`src/rtl/core/csl_pkg.sv`:
```
// ----------------------------------------------------------------------------
// csl_pkg
// Shared types and constants for the console serial line register block.
// ----------------------------------------------------------------------------
package csl_pkg;

  // Countdown width for the transmitter delay
  localparam int DELAY_WIDTH = 20;

  // Bus and configuration widths
  localparam int ADDR_W     = 16;
  localparam int WORD_W     = 16;
  localparam int CHAR_W     = 8;
  localparam int CFG_IDX_W  = 2;
  localparam int CFG_DATA_W = 20;

  // Reset values of the configuration registers
  localparam int unsigned NS_PER_CHAR = 1000000;
  localparam logic [ADDR_W-1:0]      BASE_RESET  = ADDR_W'(65392);
  localparam logic [DELAY_WIDTH-1:0] DELAY_RESET = DELAY_WIDTH'(NS_PER_CHAR / 1000);

  // Register offsets from the base address
  localparam logic [ADDR_W-1:0] OFS_RX_BUF = ADDR_W'(2);
  localparam logic [ADDR_W-1:0] OFS_TX_CSR = ADDR_W'(4);
  localparam logic [ADDR_W-1:0] OFS_TX_BUF = ADDR_W'(6);

  // Status word bit positions
  localparam int ST_DONE_BIT = 7;
  localparam int ST_IE_BIT   = 6;

  // Configuration register indexes
  localparam logic [CFG_IDX_W-1:0] CFG_BASE  = CFG_IDX_W'(0);
  localparam logic [CFG_IDX_W-1:0] CFG_DELAY = CFG_IDX_W'(1);

  // Item kinds
  typedef enum logic [2:0] {
    ACT_READ   = 3'd0,
    ACT_WRITE  = 3'd1,
    ACT_RX     = 3'd2,
    ACT_TICK   = 3'd3,
    ACT_ACK_RX = 3'd4,
    ACT_ACK_TX = 3'd5
  } action_t;

  typedef struct packed {
    action_t             action;
    logic [ADDR_W-1:0]   addr;
    logic [WORD_W-1:0]   wdata;
    logic [CHAR_W-1:0]   rx_char;
  } item_t;

  typedef struct packed {
    logic [WORD_W-1:0] rdata;
    logic              tx_valid;
    logic [CHAR_W-1:0] tx_char;
    logic              rx_irq;
    logic              tx_irq;
  } result_t;

  // Status word from DONE and IE
  function automatic logic [WORD_W-1:0] status_word(input logic done, input logic ie);
    logic [WORD_W-1:0] w;
    w = '0;
    w[ST_DONE_BIT] = done;
    w[ST_IE_BIT]   = ie;
    return w;
  endfunction

endpackage

```
`src/rtl/core/csl_regs.sv`:
```
// ----------------------------------------------------------------------------
// csl_regs
// Register file and per-word update logic: decodes one word, updates the
// receiver and transmitter state and forms its result in the same cycle.
// ----------------------------------------------------------------------------
module csl_regs (
  input  logic                          clk,
  input  logic                          rst,
  input  logic                          cfg_we,
  input  logic [csl_pkg::CFG_IDX_W-1:0]  cfg_index,
  input  logic [csl_pkg::CFG_DATA_W-1:0] cfg_data,
  input  logic                          fire,
  input  csl_pkg::item_t                item,
  output csl_pkg::result_t              result
);
  import csl_pkg::*;

  // Configuration
  logic [ADDR_W-1:0]      base_address;
  logic [DELAY_WIDTH-1:0] tx_delay_ticks;

  // Line state
  logic [CHAR_W-1:0]      rx_data, rx_data_next;
  logic                   rx_done, rx_done_next;
  logic                   rx_int_enable, rx_int_enable_next;
  logic [CHAR_W-1:0]      tx_data, tx_data_next;
  logic                   tx_done, tx_done_next;
  logic                   tx_int_enable, tx_int_enable_next;
  logic                   tx_busy, tx_busy_next;
  logic [DELAY_WIDTH-1:0] tx_countdown, tx_countdown_next;
  logic                   rx_request, rx_request_next;
  logic                   tx_request, tx_request_next;

  // Address decode
  logic hit_rx_csr, hit_rx_buf, hit_tx_csr, hit_tx_buf;
  logic new_ie;
  logic [DELAY_WIDTH-1:0] cnt_dec;
  logic [WORD_W-1:0] rdata;
  logic sent;

  assign hit_rx_csr = (item.addr == base_address);
  assign hit_rx_buf = (item.addr == base_address + OFS_RX_BUF);
  assign hit_tx_csr = (item.addr == base_address + OFS_TX_CSR);
  assign hit_tx_buf = (item.addr == base_address + OFS_TX_BUF);
  assign new_ie     = item.wdata[ST_IE_BIT];
  assign cnt_dec    = (tx_countdown != '0) ? tx_countdown - DELAY_WIDTH'(1) : tx_countdown;

  // Next state and result for the word in hand
  always_comb begin
    rx_data_next       = rx_data;
    rx_done_next       = rx_done;
    rx_int_enable_next = rx_int_enable;
    tx_data_next       = tx_data;
    tx_done_next       = tx_done;
    tx_int_enable_next = tx_int_enable;
    tx_busy_next       = tx_busy;
    tx_countdown_next  = tx_countdown;
    rx_request_next    = rx_request;
    tx_request_next    = tx_request;
    rdata              = '0;
    sent               = 1'b0;
    unique case (item.action)
      ACT_READ: begin
        priority if (hit_rx_csr) begin
          rdata = status_word(rx_done, rx_int_enable);
        end else if (hit_rx_buf) begin
          rdata           = WORD_W'(rx_data);
          rx_done_next    = 1'b0;
          rx_request_next = 1'b0;
        end else if (hit_tx_csr) begin
          rdata = status_word(tx_done, tx_int_enable);
        end else if (hit_tx_buf) begin
          rdata = WORD_W'(tx_data);
        end else begin
          rdata = '0;
        end
      end
      ACT_WRITE: begin
        priority if (hit_rx_csr) begin
          if (!new_ie) rx_request_next = 1'b0;
          else if (rx_done && !rx_int_enable) rx_request_next = 1'b1;
          rx_int_enable_next = new_ie;
        end else if (hit_tx_csr) begin
          if (!new_ie) tx_request_next = 1'b0;
          else if (tx_done && !tx_int_enable) tx_request_next = 1'b1;
          tx_int_enable_next = new_ie;
        end else if (hit_tx_buf) begin
          tx_data_next      = item.wdata[CHAR_W-1:0];
          tx_done_next      = 1'b0;
          tx_request_next   = 1'b0;
          tx_busy_next      = 1'b1;
          tx_countdown_next = tx_delay_ticks;
          sent              = 1'b1;
        end else begin
          sent = 1'b0;
        end
      end
      ACT_RX: begin
        rx_data_next = item.rx_char;
        rx_done_next = 1'b1;
        if (rx_int_enable) rx_request_next = 1'b1;
      end
      ACT_TICK: begin
        if (tx_busy) begin
          tx_countdown_next = cnt_dec;
          if (cnt_dec == '0) begin
            tx_busy_next = 1'b0;
            tx_done_next = 1'b1;
            if (tx_int_enable) tx_request_next = 1'b1;
          end
        end
      end
      ACT_ACK_RX: rx_request_next = 1'b0;
      ACT_ACK_TX: tx_request_next = 1'b0;
      default: ;
    endcase
  end

  assign result.rdata    = rdata;
  assign result.tx_valid = sent;
  assign result.tx_char  = sent ? tx_data_next : '0;
  assign result.rx_irq   = rx_request_next;
  assign result.tx_irq   = tx_request_next;

  // Configuration registers
  always_ff @(posedge clk) begin
    if (rst) begin
      base_address   <= BASE_RESET;
      tx_delay_ticks <= DELAY_RESET;
    end else if (cfg_we) begin
      if (cfg_index == CFG_BASE)  base_address   <= cfg_data[ADDR_W-1:0];
      if (cfg_index == CFG_DELAY) tx_delay_ticks <= DELAY_WIDTH'(cfg_data);
    end
  end

  // Line state registers
  always_ff @(posedge clk) begin
    if (rst) begin
      rx_data       <= '0;
      rx_done       <= 1'b0;
      rx_int_enable <= 1'b0;
      tx_data       <= '0;
      tx_done       <= 1'b1;
      tx_int_enable <= 1'b0;
      tx_busy       <= 1'b0;
      tx_countdown  <= '0;
      rx_request    <= 1'b0;
      tx_request    <= 1'b0;
    end else if (fire) begin
      rx_data       <= rx_data_next;
      rx_done       <= rx_done_next;
      rx_int_enable <= rx_int_enable_next;
      tx_data       <= tx_data_next;
      tx_done       <= tx_done_next;
      tx_int_enable <= tx_int_enable_next;
      tx_busy       <= tx_busy_next;
      tx_countdown  <= tx_countdown_next;
      rx_request    <= rx_request_next;
      tx_request    <= tx_request_next;
    end
  end

  // A pending request needs both DONE and IE
  a_rx_req: assert property (@(posedge clk) disable iff (rst)
    rx_request |-> (rx_done && rx_int_enable))
    else $error("rx request without done and ie");
  a_tx_req: assert property (@(posedge clk) disable iff (rst)
    tx_request |-> (tx_done && tx_int_enable))
    else $error("tx request without done and ie");
  // Transmitter never busy and done together
  a_tx_busy: assert property (@(posedge clk) disable iff (rst)
    tx_busy |-> !tx_done)
    else $error("tx busy with done set");
  // An emitted character always leaves the transmitter busy
  a_tx_sent: assert property (@(posedge clk) disable iff (rst)
    (fire && sent) |=> (tx_busy && !tx_request))
    else $error("tx write did not start countdown");

endmodule

```
`src/rtl/core/console_serial_line_registers.sv`:
```
// ----------------------------------------------------------------------------
// console_serial_line_registers
// Console serial interface: four bus word registers, a received character
// path and a transmit countdown driven by tick words.
// ----------------------------------------------------------------------------
// Path: input register, one pass of register decode and update, then the
//   result register. Throughput: one word per cycle while m_tready keeps
//   the result register draining; a stalled result holds the input.
// Reset (rst, synchronous): both stages empty, configuration back to
//   base 65392 and delay 1000, transmitter DONE set, all else cleared.
module console_serial_line_registers (
  input  logic                          clk,
  input  logic                          rst,
  // Configuration write channel
  input  logic                          cfg_valid,
  output logic                          cfg_ready,
  input  logic [csl_pkg::CFG_IDX_W-1:0]  cfg_index,
  input  logic [csl_pkg::CFG_DATA_W-1:0] cfg_data,
  // Input words
  input  logic                          s_tvalid,
  output logic                          s_tready,
  input  logic [39:0]                   s_tdata,  // addr[15:0], wdata[31:16], rx_char[39:32]
  input  logic [2:0]                    s_tuser,  // action[2:0]
  // Result words
  output logic                          m_tvalid,
  input  logic                          m_tready,
  output logic [31:0]                   m_tdata   // rdata[15:0], tx_valid[16],
                                                  // tx_char[24:17], rx_irq[25],
                                                  // tx_irq[26], zero[31:27]
);
  import csl_pkg::*;

  logic    in_valid;
  item_t   in_item;
  logic    out_valid;
  result_t out_res;
  result_t res;
  logic    advance;

  assign cfg_ready = 1'b1;
  assign advance   = in_valid && (!out_valid || m_tready);
  assign s_tready  = !in_valid || advance;

  // Input register
  always_ff @(posedge clk) begin
    if (rst) begin
      in_valid <= 1'b0;
    end else if (s_tready) begin
      in_valid <= s_tvalid;
    end
  end

  always_ff @(posedge clk) begin
    if (s_tvalid && s_tready) begin
      in_item.action  <= action_t'(s_tuser);
      in_item.addr    <= s_tdata[15:0];
      in_item.wdata   <= s_tdata[31:16];
      in_item.rx_char <= s_tdata[39:32];
    end
  end

  // Register decode and update
  csl_regs u_regs (
    .clk       (clk),
    .rst       (rst),
    .cfg_we    (cfg_valid && cfg_ready),
    .cfg_index (cfg_index),
    .cfg_data  (cfg_data),
    .fire      (advance),
    .item      (in_item),
    .result    (res)
  );

  // Result register
  always_ff @(posedge clk) begin
    if (rst) begin
      out_valid <= 1'b0;
    end else if (advance) begin
      out_valid <= 1'b1;
    end else if (m_tready) begin
      out_valid <= 1'b0;
    end
  end

  always_ff @(posedge clk) begin
    if (advance) out_res <= res;
  end

  assign m_tvalid = out_valid;
  assign m_tdata  = {5'b0, out_res.tx_irq, out_res.rx_irq, out_res.tx_char,
                     out_res.tx_valid, out_res.rdata};

endmodule

```
`config.mk`:
```
export PLATFORM = sky130hd
export DESIGN_NAME = console_serial_line_registers
export DESIGN_NICKNAME = d
export VERILOG_FILES = /design/src/rtl/core/csl_pkg.sv /design/src/rtl/core/csl_regs.sv /design/src/rtl/core/console_serial_line_registers.sv
export SDC_FILE = /design/constraint.sdc
export NUM_CORES = 1
export LEC_CHECK = 0
export ABC_CLOCK_PERIOD_IN_PS = 3600
export BUFFER_PORTS_ARGS = -buffer_cell sky130_fd_sc_hd__buf_2
export CAP_MARGIN = 10
export CORE_ASPECT_RATIO = 0.9
export CORE_MARGIN = 1
export CORE_UTILIZATION = 40
export CTS_CLUSTER_SIZE = 16
export DETAILED_ROUTE_END_ITERATION = 16
export PLACE_DENSITY = 0.56
export SYNTH_ARGS = -nofsm -noshare
export SYNTH_HDL_FRONTEND = slang
export SYNTH_SLANG_ARGS = --single-unit
```
`constraint.sdc`:
```
create_clock -name clk -period 3.6 [get_ports clk]
set_clock_uncertainty 0.05 [all_clocks]
set_input_delay 0.54 -clock clk [delete_from_list [all_inputs] [get_ports clk]]
set_output_delay 0.54 -clock clk [all_outputs]
set_load 0.005 [all_outputs]
```
==> results of run 1 <==
state kept, by name, indices dropped and copies added (netlist names), 8 cells and up:
signal / cells
in_item: 35
u_regs.tx_countdown: 20
u_regs.tx_delay_ticks: 20
m_tdata: 19
u_regs.base_address: 16
u_regs.rx_data: 8
u_regs.tx_data: 8
layer usage:
layer  wire length, µm  part of all wire, %
met1              8510                   46
met2              8330                   45
met4               367                  2.0
met5                 0                    0
met3              1130                  6.2
kinds of logic (layout without fill, tap and decap cells):
kind of cell / after synthesis / in the layout / synth area share, %
simple gates: 320 / 320 / 22.4
buf+inv: 73 / 146 / 5.12
xor+xnor: 38 / 38 / 4.89
mux: 36 / 36 / 5.21
compound gates: 158 / 158 / 14.8
flops: 135 / 135 / 46.6
other cells: 2 / 14 / 0.108
fa+ha+maj: 5 / 5 / 0.898
synthesized netlist by cell type, types with 3 or more instances:
master,n,share of area (%)
nand2_1,115,6.2
dfxtp_1,81,23
nor2_1,69,3.7
a21oi_1,59,4.2
edfxtp_1,54,23
mux2i_1,34,4.9
clkbuf_1,32,1.7
nor3_1,29,2.1
o21ai_0,26,1.9
nand3_1,21,1.5
xor2_1,21,2.6
xnor2_1,16,2.0
buf_4,14,1.5
inv_1,13,0.70
buf_2,12,0.86
nand4_1,12,1.1
and2_1,11,0.99
nor4_1,11,0.99
o211ai_1,9,0.97
a211oi_1,8,0.86
and3_1,8,0.72
a22oi_1,7,0.75
nand2b_1,7,0.63
o31ai_1,6,0.65
ha_1,5,0.90
nor3b_1,5,0.54
or3_1,5,0.45
a31oi_1,4,0.36
o21a_1,4,0.43
a21o_1,3,0.32
nand3b_1,3,0.32
nor2b_1,3,0.27
nor4_2,3,0.54
o41ai_1,3,0.38
or4_1,3,0.32
or4b_1,3,0.43
cell type report:
type                            count  area, µm²  area share [%]
Sequential cell                   135       3240            39.7
Timing Repair Buffer              101        553            6.76
Multi-Input combinational cell    571       3420            41.8
Clock inverter                     15        194            2.37
Inverter                           13       48.8           0.597
Clock buffer                       17        425            5.20
Tap cell                          235        294            3.60
power groups by stage:
stage	combinational [mW]	clock (mW)	sequential [mW]
3_3_place_gp	0.275	0	1.72
4_1_cts	0.279	1.87	1.68
3_5_place_dp	0.278	0	1.72
6_report	0.279	1.83	1.68
2_1_floorplan	0.196	0	1.70
5_1_grt	0.314	1.95	1.69
metrics by stage:
| step | total power, mW | hold WS [ns] | worst slack (ns) | instances |
|---|---|---|---|---|
| 2_1_floorplan | 1.89 | 0.383 | 0.716 | 779 |
| 6_report | 3.79 | 0.236 | 0.294 | 1087 |
| 4_1_cts | 3.84 | 0.213 | 0.253 | 1087 |
| 3_3_place_gp | 1.99 | 0.401 | 0.344 | 1055 |
| 3_5_place_dp | 2.00 | 0.402 | 0.313 | 1055 |
| 5_1_grt | 3.95 | 0.208 | 0.0313 | 1087 |
worst paths after layout:
check	slack (ns)	from	to	cells past startpoint
hold reg to reg	0.41	u_regs.tx_delay_ticks[10]	u_regs.tx_delay_ticks[10]	2
setup / recovery	0.29	u_regs.base_address[3]	m_tdata[26]	10
setup reg to reg	0.29	u_regs.base_address[3]	m_tdata[26]	10
hold / removal	0.24	s_tdata[8]	in_item[32]	1
worst max-delay path: cells and delay by family, from the launching register on:
family / cells / cell delay (ns)
compound gates: 4 / 0.90
fa+ha+maj: 1 / 0.37
buf+inv: 1 / 0.20
flops: 1 / 0.53
simple gates: 4 / 0.99
==> metrics, run 1 <==
CTS tree=built; crit path DAT=about 3.4 ns; Total Nets Final=914; routed len/inst=around 17 µm; Sw Pwr=around 0.93 mW; vias in the first global route=around 5.7k; unrepaired setup endpoints after global routing=false; clock power share=between 40% and 50%; final max-slew violation count=0; GRT overflow=0; Rows=45; Critical Path RT=3.72 ns; Clock transition at path regs=roughly 0.060 ns; Final setup viols=0; ys async rst share=0%; CP max-delay cell=dfxtp_1; worst-case clock buffer depth=2; clk_lat worst skew=between 0.4 and 0.5 ns; worst-path cell chain=ha_1 -> nand2_1 -> o41ai_1 -> o21a_1 -> or4b_1 -> nor4_2 -> buf_4 -> a211oi_1 -> a21oi_1 -> nor3_1; Period Utilization, post-route=91.8%; drc violations=0; sequential share of power=between 40% and 50%; fin crit period=between 3 and 4 ns; Die H=127 µm; CTS Sinks=~140; cts bufs inserted=17; Final Util=~48%; setup TNS after final layout=0 ns; largest net degree at the start of global routing=63; Max Fclk=~300 MHz; Leakage=approximately 3.2 nW; RD Place Congestion=about 0.89; distinct cell type count after synthesis=70; final hold vios=0; # fillers=around 1.6k; crit start category=register; Worst slew margin=43.4%; initial core utilization=41.1%; Worst setup EP type=register; post-cts sizing count=0; Mapped Area=between 6000 and 7000 µm²; DP Wirelength=~13000 µm; register area share after synthesis=approximately 47%; cell area after layout=just over 8000 µm²; first-pass GRT wire length=29900 µm; outcome=finished clean; Setup CP Type=register to register; total I/O pin count=105; Max IR drop VDD=0.320 mV; Total Wirelength=about 18000 µm; Detail Route Antenna Nets=0; placed cell area=7550 µm²; Synth Register Bits=135; pwr/cell area=between 400 and 500 nW/µm²; CP max FO=8; CORE AREA=16900 µm²; Sw Ratio=about a quarter; hold buffers post-CTS=0; initial antenna violation count=0; Root Buffer=clkbuf_16; DRT iter0 DRCs=roughly 460; Layout area overhead=17.4%; Synth Flop Type=dfxtp_1; Int Power=around 2.9 mW; commonest non-fill, non-tap cell in the layout=nand2_1; Chip Width=roughly 140 µm; Initial DRT Pass Iterations=5; Ys Warns=0; combinational power share=approximately 7.4%; Worst Tran Pin Value=around 0.85 ns; met3 Usage GRT=5.70%; Cells after Synth=approximately 770; number of vias per cell=between 5 and 6; most frequent cells in the layout=nand2_1, buf_2, dfxtp_1; GR Util met2=33.8%; antenna cells=0; busiest grt layer=met2; Crit path largest cell delay=about 0.53 ns; # Post-CTS Setup Buffers=0; EDFF count, synth=54; Hold Crit Class=input pin to register; H-tree level count=4; Die ar.=between 15000 and 20000 µm²; GR Util All Layers=~22%; Vias=slightly below 6k; Port-buffer cells=82; layout cells sized above 1=about 18%; Mean Syn Cell Area=a little over 9 µm²; met1 usage=between 20% and 30%; max-cap violations=0
No activity file was read; power rests on OpenSTA's default activity.
==> run 2, diff against run 1 <==
Settings changed: ABC_AREA set to 1, TNS_END_PERCENT set to 5.
==> metrics, run 2 <==
Die ar.=around 18000 µm²; Final setup viols=0; antenna cells=0; GR Util All Layers=just over 20%; Worst slew margin=between 40% and 50%; Reg with most FFs=in_item; Mean Syn Cell Area=about 7.5 µm²; Setup CP Type=register to register; synth top area cells=dfxtp_1, edfxtp_1, nand2_1, nor2_1, nand3_1; post-cts sizing count=0; most common cell in the netlist=nand2_1; setup TNS after final layout=0 ns; Vias=a little over 6k; unrepaired setup endpoints after global routing=false; biggest regs=in_item x35, u_regs.tx_countdown x20, u_regs.tx_delay_ticks x20; outcome=finished clean; Yosys top cell area share=22.7%; pwr/cell area=between 400 and 500 nW/µm²; number of vias per cell=just under 5; Rows=45; most frequent cells in the layout=nand2_1, nor2_1, buf_2; H-tree level count=4; Mapped Area=between 7000 and 8000 µm²; # Post-CTS Setup Buffers=0; final hold vios=0; # fillers=between 1.5k and 2k; Pwr Total=approximately 4.1 mW; Synth top cells by count=nand2_1, nor2_1, dfxtp_1; hold depth=1; initial core utilization=between 40 and 50%; Yosys top cell by area=dfxtp_1; worst-case clock buffer depth=2; placed cells=approximately 1.3k; commonest non-fill, non-tap cell in the layout=nand2_1; Die H=~130 µm; hold buffers post-CTS=0; Final Util=around half; R2R depth=14; distinct cell type count after synthesis=40; Max IR drop VDD=roughly 0.37 mV; Setup crit start=u_regs.base_address[1]; Synth Register Bits=approximately 140; DP Wirelength=approximately 13000 µm; CTS tree=built; routed len/inst=approximately 14 µm; EDFF count, synth=54; Hold Crit Start=s_tdata[36]; layout cells sized above 1=14.2%; Chip Width=143 µm; met3 WL=between 500 and 600 µm; max-cap violations=0; Cells after Synth=approximately 950; cts bufs inserted=17; Detail Route Antenna Nets=0; Port-buffer cells=82; Ys Warns=0; CP max FO=28; Root Buffer=clkbuf_16; Worst setup EP type=register; CTS Sinks=about 140; max FFs per register=35; Max Fclk=340 MHz; routed length on met1=9110 µm; Leakage=around 3.7 nW; Initial DRT Pass Iterations=5; Clock transition at path regs=approximately 0.060 ns; Worst Tran Pin Value=0.790 ns; largest net degree at the start of global routing=between 40 and 50; Total Nets Final=between 1k and 1.5k; Total Wirelength=between 15000 and 20000 µm; crit path DAT=roughly 3.2 ns; Layout area overhead=17.4%; wire length on met2=roughly 7500 µm; Layout Cells excl Fill=between 1k and 1.5k; total I/O pin count=approximately 110; R2R Setup Slk=~0.66 ns; final max-slew violation count=0; DRT iter0 DRCs=394; fin crit period=slightly below 3 ns; GRT overflow=0; crit start category=register; Critical Path RT=~3.9 ns; Hold Crit Class=input pin to register; RD Place Congestion=0.889; ys async rst share=0%; Period Utilization, post-route=81.7%; FF+latch area=3240 µm²; top sig layer=met4; clk_lat worst skew=roughly 0.42 ns; CORE AREA=~17000 µm²; Worst R2R Start=u_regs.base_address[1]; drc violations=0; Synth Flop Type=dfxtp_1; initial antenna violation count=0; vias in the first global route=about 5.6k; Multi-input gate area=3400 µm²; first-pass GRT wire length=just under 30000 µm; register area share after synthesis=45.5%
-- run 2: worst paths after layout --
kind / to
setup / recovery: u_regs.tx_countdown[15]
hold / removal: in_item[4]
setup reg to reg: u_regs.tx_countdown[15]
hold reg to reg: u_regs.rx_data[5]
-- run 2: logic make-up after synthesis --
logic type,count (synthesis),share of synthesized area (%)
flops,135,45.5
simple gates,500,29.9
buf+inv,124,7.49
fa+ha+maj,5,0.877
other cells,2,0.105
compound gates,139,10.1
xor+xnor,46,6.07
-- run 2: final cells by class --
| type | instances | area share (%) |
|---|---|---|
| clock inverters | 15 | 2.29 |
| clock buffers | 17 | 5.08 |
| flip-flops and latches | 135 | 38.7 |
| repair buffers | 92 | 5.95 |
| well taps | 235 | 3.51 |
| inverters | 84 | 3.80 |
| multi-input cells | 704 | 40.6 |
-- run 2: power by group --
part	switching, mW	internal [mW]
logic	0.378	0.201
clock network	0.710	1.11
registers	0.0525	1.66
total	1.14	2.97
-- run 2: critical path, cell delays in order, from the launching register on --
cell	delay, ns
dfxtp_1	0.48
inv_1	0.14
ha_1	0.26
nor2_2	0.25
nand2_1	0.17
nor2_2	0.15
nand3_1	0.08
nand2_1	0.12
nand2_1	0.06
nor2_1	0.10
nand3_1	0.23
a21oi_4	0.20
buf_4	0.30
o21ai_1	0.10
a21oi_1	0.16
-- run 2: through the flow --
stage          worst slack, ns  hold slack, ns  area (µm²)
2_1_floorplan             1.30           0.375        7180
6_report                 0.660           0.238        8370
3_5_place_dp             0.671           0.409        7760
3_3_place_gp             0.704           0.397        7760
4_1_cts                  0.620           0.223        8370
5_1_grt                  0.301           0.217        8370
-- run 2: metal layers --
layer  GRT usage (%)  up-vias
li1                -     3246
met1            28.9     2781
met2            31.7      121
met3            4.06       12
met4            6.33        0
met5               0        -
==> run 3, diff against run 2 <==
Settings changed: ABC_AREA 1 to 0, ABC_CLOCK_PERIOD_IN_PS 3600 to 2600, PLACE_DENSITY 0.56 to 0.59.
Clock period 3.6 ns to 2.6 ns, I/O delays scaled along.
==> metrics, run 3 (synthesized netlist as in run 1, its figures left out) <==
failing checks=negative setup slack; Final Util=~56%; Die ar.=approximately 18000 µm²; Critical R2R Capture=m_tdata[26]; RD Place Congestion=~0.91; Hold Slack=roughly 0.084 ns; cts bufs inserted=17; cell area after layout=about 9500 µm²; Total Nets Final=around 1.0k; Rows=45; first-pass GRT wire length=roughly 32000 µm; wire length on met2=around 9400 µm; Chip Width=141 µm; CTS Sinks=135; number of vias per cell=5.34; max-cap violations=0; Crit path largest cell delay=between 0.5 and 0.6 ns; layout cells sized above 1=about 33%; CORE AREA=about 17000 µm²; Worst slew margin=52.6%; Setup crit start=u_regs.tx_countdown[0]; vias in the first global route=~6.2k; Leakage=around 3.9 nW; Vias=between 6k and 7k; Hold Crit Class=input pin to register; Critical Path RT=~2.8 ns; fin crit period=approximately 2.8 ns; placed cell area=8380 µm²; largest net degree at the start of global routing=63; biggest regs=in_item x35, u_regs.tx_countdown x20, u_regs.tx_delay_ticks x20; Reg with most FFs=in_item; Detail Route Antenna Nets=0; Root Buffer=clkbuf_16; FF+latch area=3260 µm²; CP max-delay cell=or4_4; Final setup viols=30; most frequent cells in the layout=buf_4, nand2_1, buf_2; antenna cells=0; setup TNS after final layout=-2.55 ns; CP max FO=6; outcome=finished with violations; Initial DRT Pass Iterations=5; hold buffers post-CTS=0; pwr/cell area=roughly 560 nW/µm²; final setup margin=-0.240 ns; Worst Tran Pin Value=0.711 ns; max FFs per register=35; hold depth=1; DRT iter0 DRCs=between 400 and 500; unrepaired setup endpoints after global routing=true; GR Util All Layers=between 20% and 30%; R2R Setup Slk=-0.24 ns; Top delay family on crit path=simple AND/OR/NAND/NOR gates; initial antenna violation count=0; CP dominant cell by count=a2111oi_4; commonest non-fill, non-tap cell in the layout=buf_4; Worst Setup EP=m_tdata[26]; DP Wirelength=14400 µm; Setup CP Type=register to register; initial core utilization=roughly two fifths; CP bufs+invs=1; final max-slew violation count=0; crit path DAT=3.04 ns; Port-buffer cells=82; Max IR drop VDD=between 0.4 and 0.5 mV; CTS tree=built; Worst R2R Start=u_regs.tx_countdown[0]; Period Utilization, post-route=109%; Die H=~130 µm; routed length on met1=between 9000 and 10000 µm; total I/O pin count=about 110; final hold vios=0; H-tree level count=4; Clock transition at path regs=~0.06 ns; Total Wirelength=~20000 µm; top sig layer=met4; worst-case clock buffer depth=2; R2R depth=9; Critical Path Stages=9; worst-path cell chain=or4_4 -> or2_4 -> buf_4 -> a2111oi_4 -> xnor2_1 -> nand2_1 -> a2111oi_4 -> a31oi_1 -> nor3_1; Multi-input gate area=around 3700 µm²; crit start category=register; drc violations=0; Max Fclk=352 MHz; Worst setup EP type=register; met3 WL=between 1000 and 1500 µm; Layout area overhead=35.7%; GRT overflow=0; # fillers=1523; clk_lat worst skew=0.43 ns; routed len/inst=between 15 and 20 µm; Pwr Total=around 5.3 mW
run 3: per-stage QoR:
stage / worst slack [ns] / std cells
floorplan: -0.0333 / 779
global placement: -0.183 / 1148
detailed placement: -0.238 / 1148
CTS: -0.212 / 1189
global route: -0.356 / 1198
finish: -0.240 / 1198
run 3: how the worst min path moves through the flow:
stage / startpoint / to / slack, ns
after floorplan: u_regs.tx_delay_ticks[14] / u_regs.tx_delay_ticks[14] / 0.38
after CTS: s_tdata[4] / in_item[28] / 0.07
after detailed placement: u_regs.tx_delay_ticks[2] / u_regs.tx_delay_ticks[2] / 0.40
after global placement: u_regs.tx_delay_ticks[18] / u_regs.tx_delay_ticks[18] / 0.40
final: s_tdata[10] / in_item[34] / 0.08
after global routing: s_tdata[7] / in_item[31] / 0.07
run 3: layout make-up:
type,count,share of cell area (%)
repair buffers,212,15.9
well taps,235,3.11
clock inverters,13,1.80
clock buffers,19,4.58
multi-input cells,571,39.6
inverters,13,0.543
flip-flops and latches,135,34.5
run 3: per-layer routing:
layer | global-route usage (%) | vias up
met5 | 0 | -
met4 | 8.63 | 0
met3 | 4.27 | 39
met2 | 36.7 | 208
met1 | 30.8 | 3035
li1 | - | 3112
run 3: repair_timing:
item | in CTS | in global routing
pin swaps | 16 | 22
gates cloned | 1 | 2
setup endpoints to repair | 53 | 53
setup buffers | 8 | 7
gates resized for setup | 26 | 48
run 3: where the power goes:
group          internal (mW)  switching (mW)
registers               2.27          0.0442
clock network           1.52           0.960
logic                  0.206           0.287
run 3: worst reg2reg max path, delay by kind of cell (launching register included):
kind / cells / cell delay [ns]
flip-flops: 1 / 0.34
XOR/XNOR: 1 / 0.18
AND/OR/NAND/NOR: 4 / 1.14
AO/OA/AOI/OAI: 3 / 0.82
buffers and inverters: 1 / 0.15
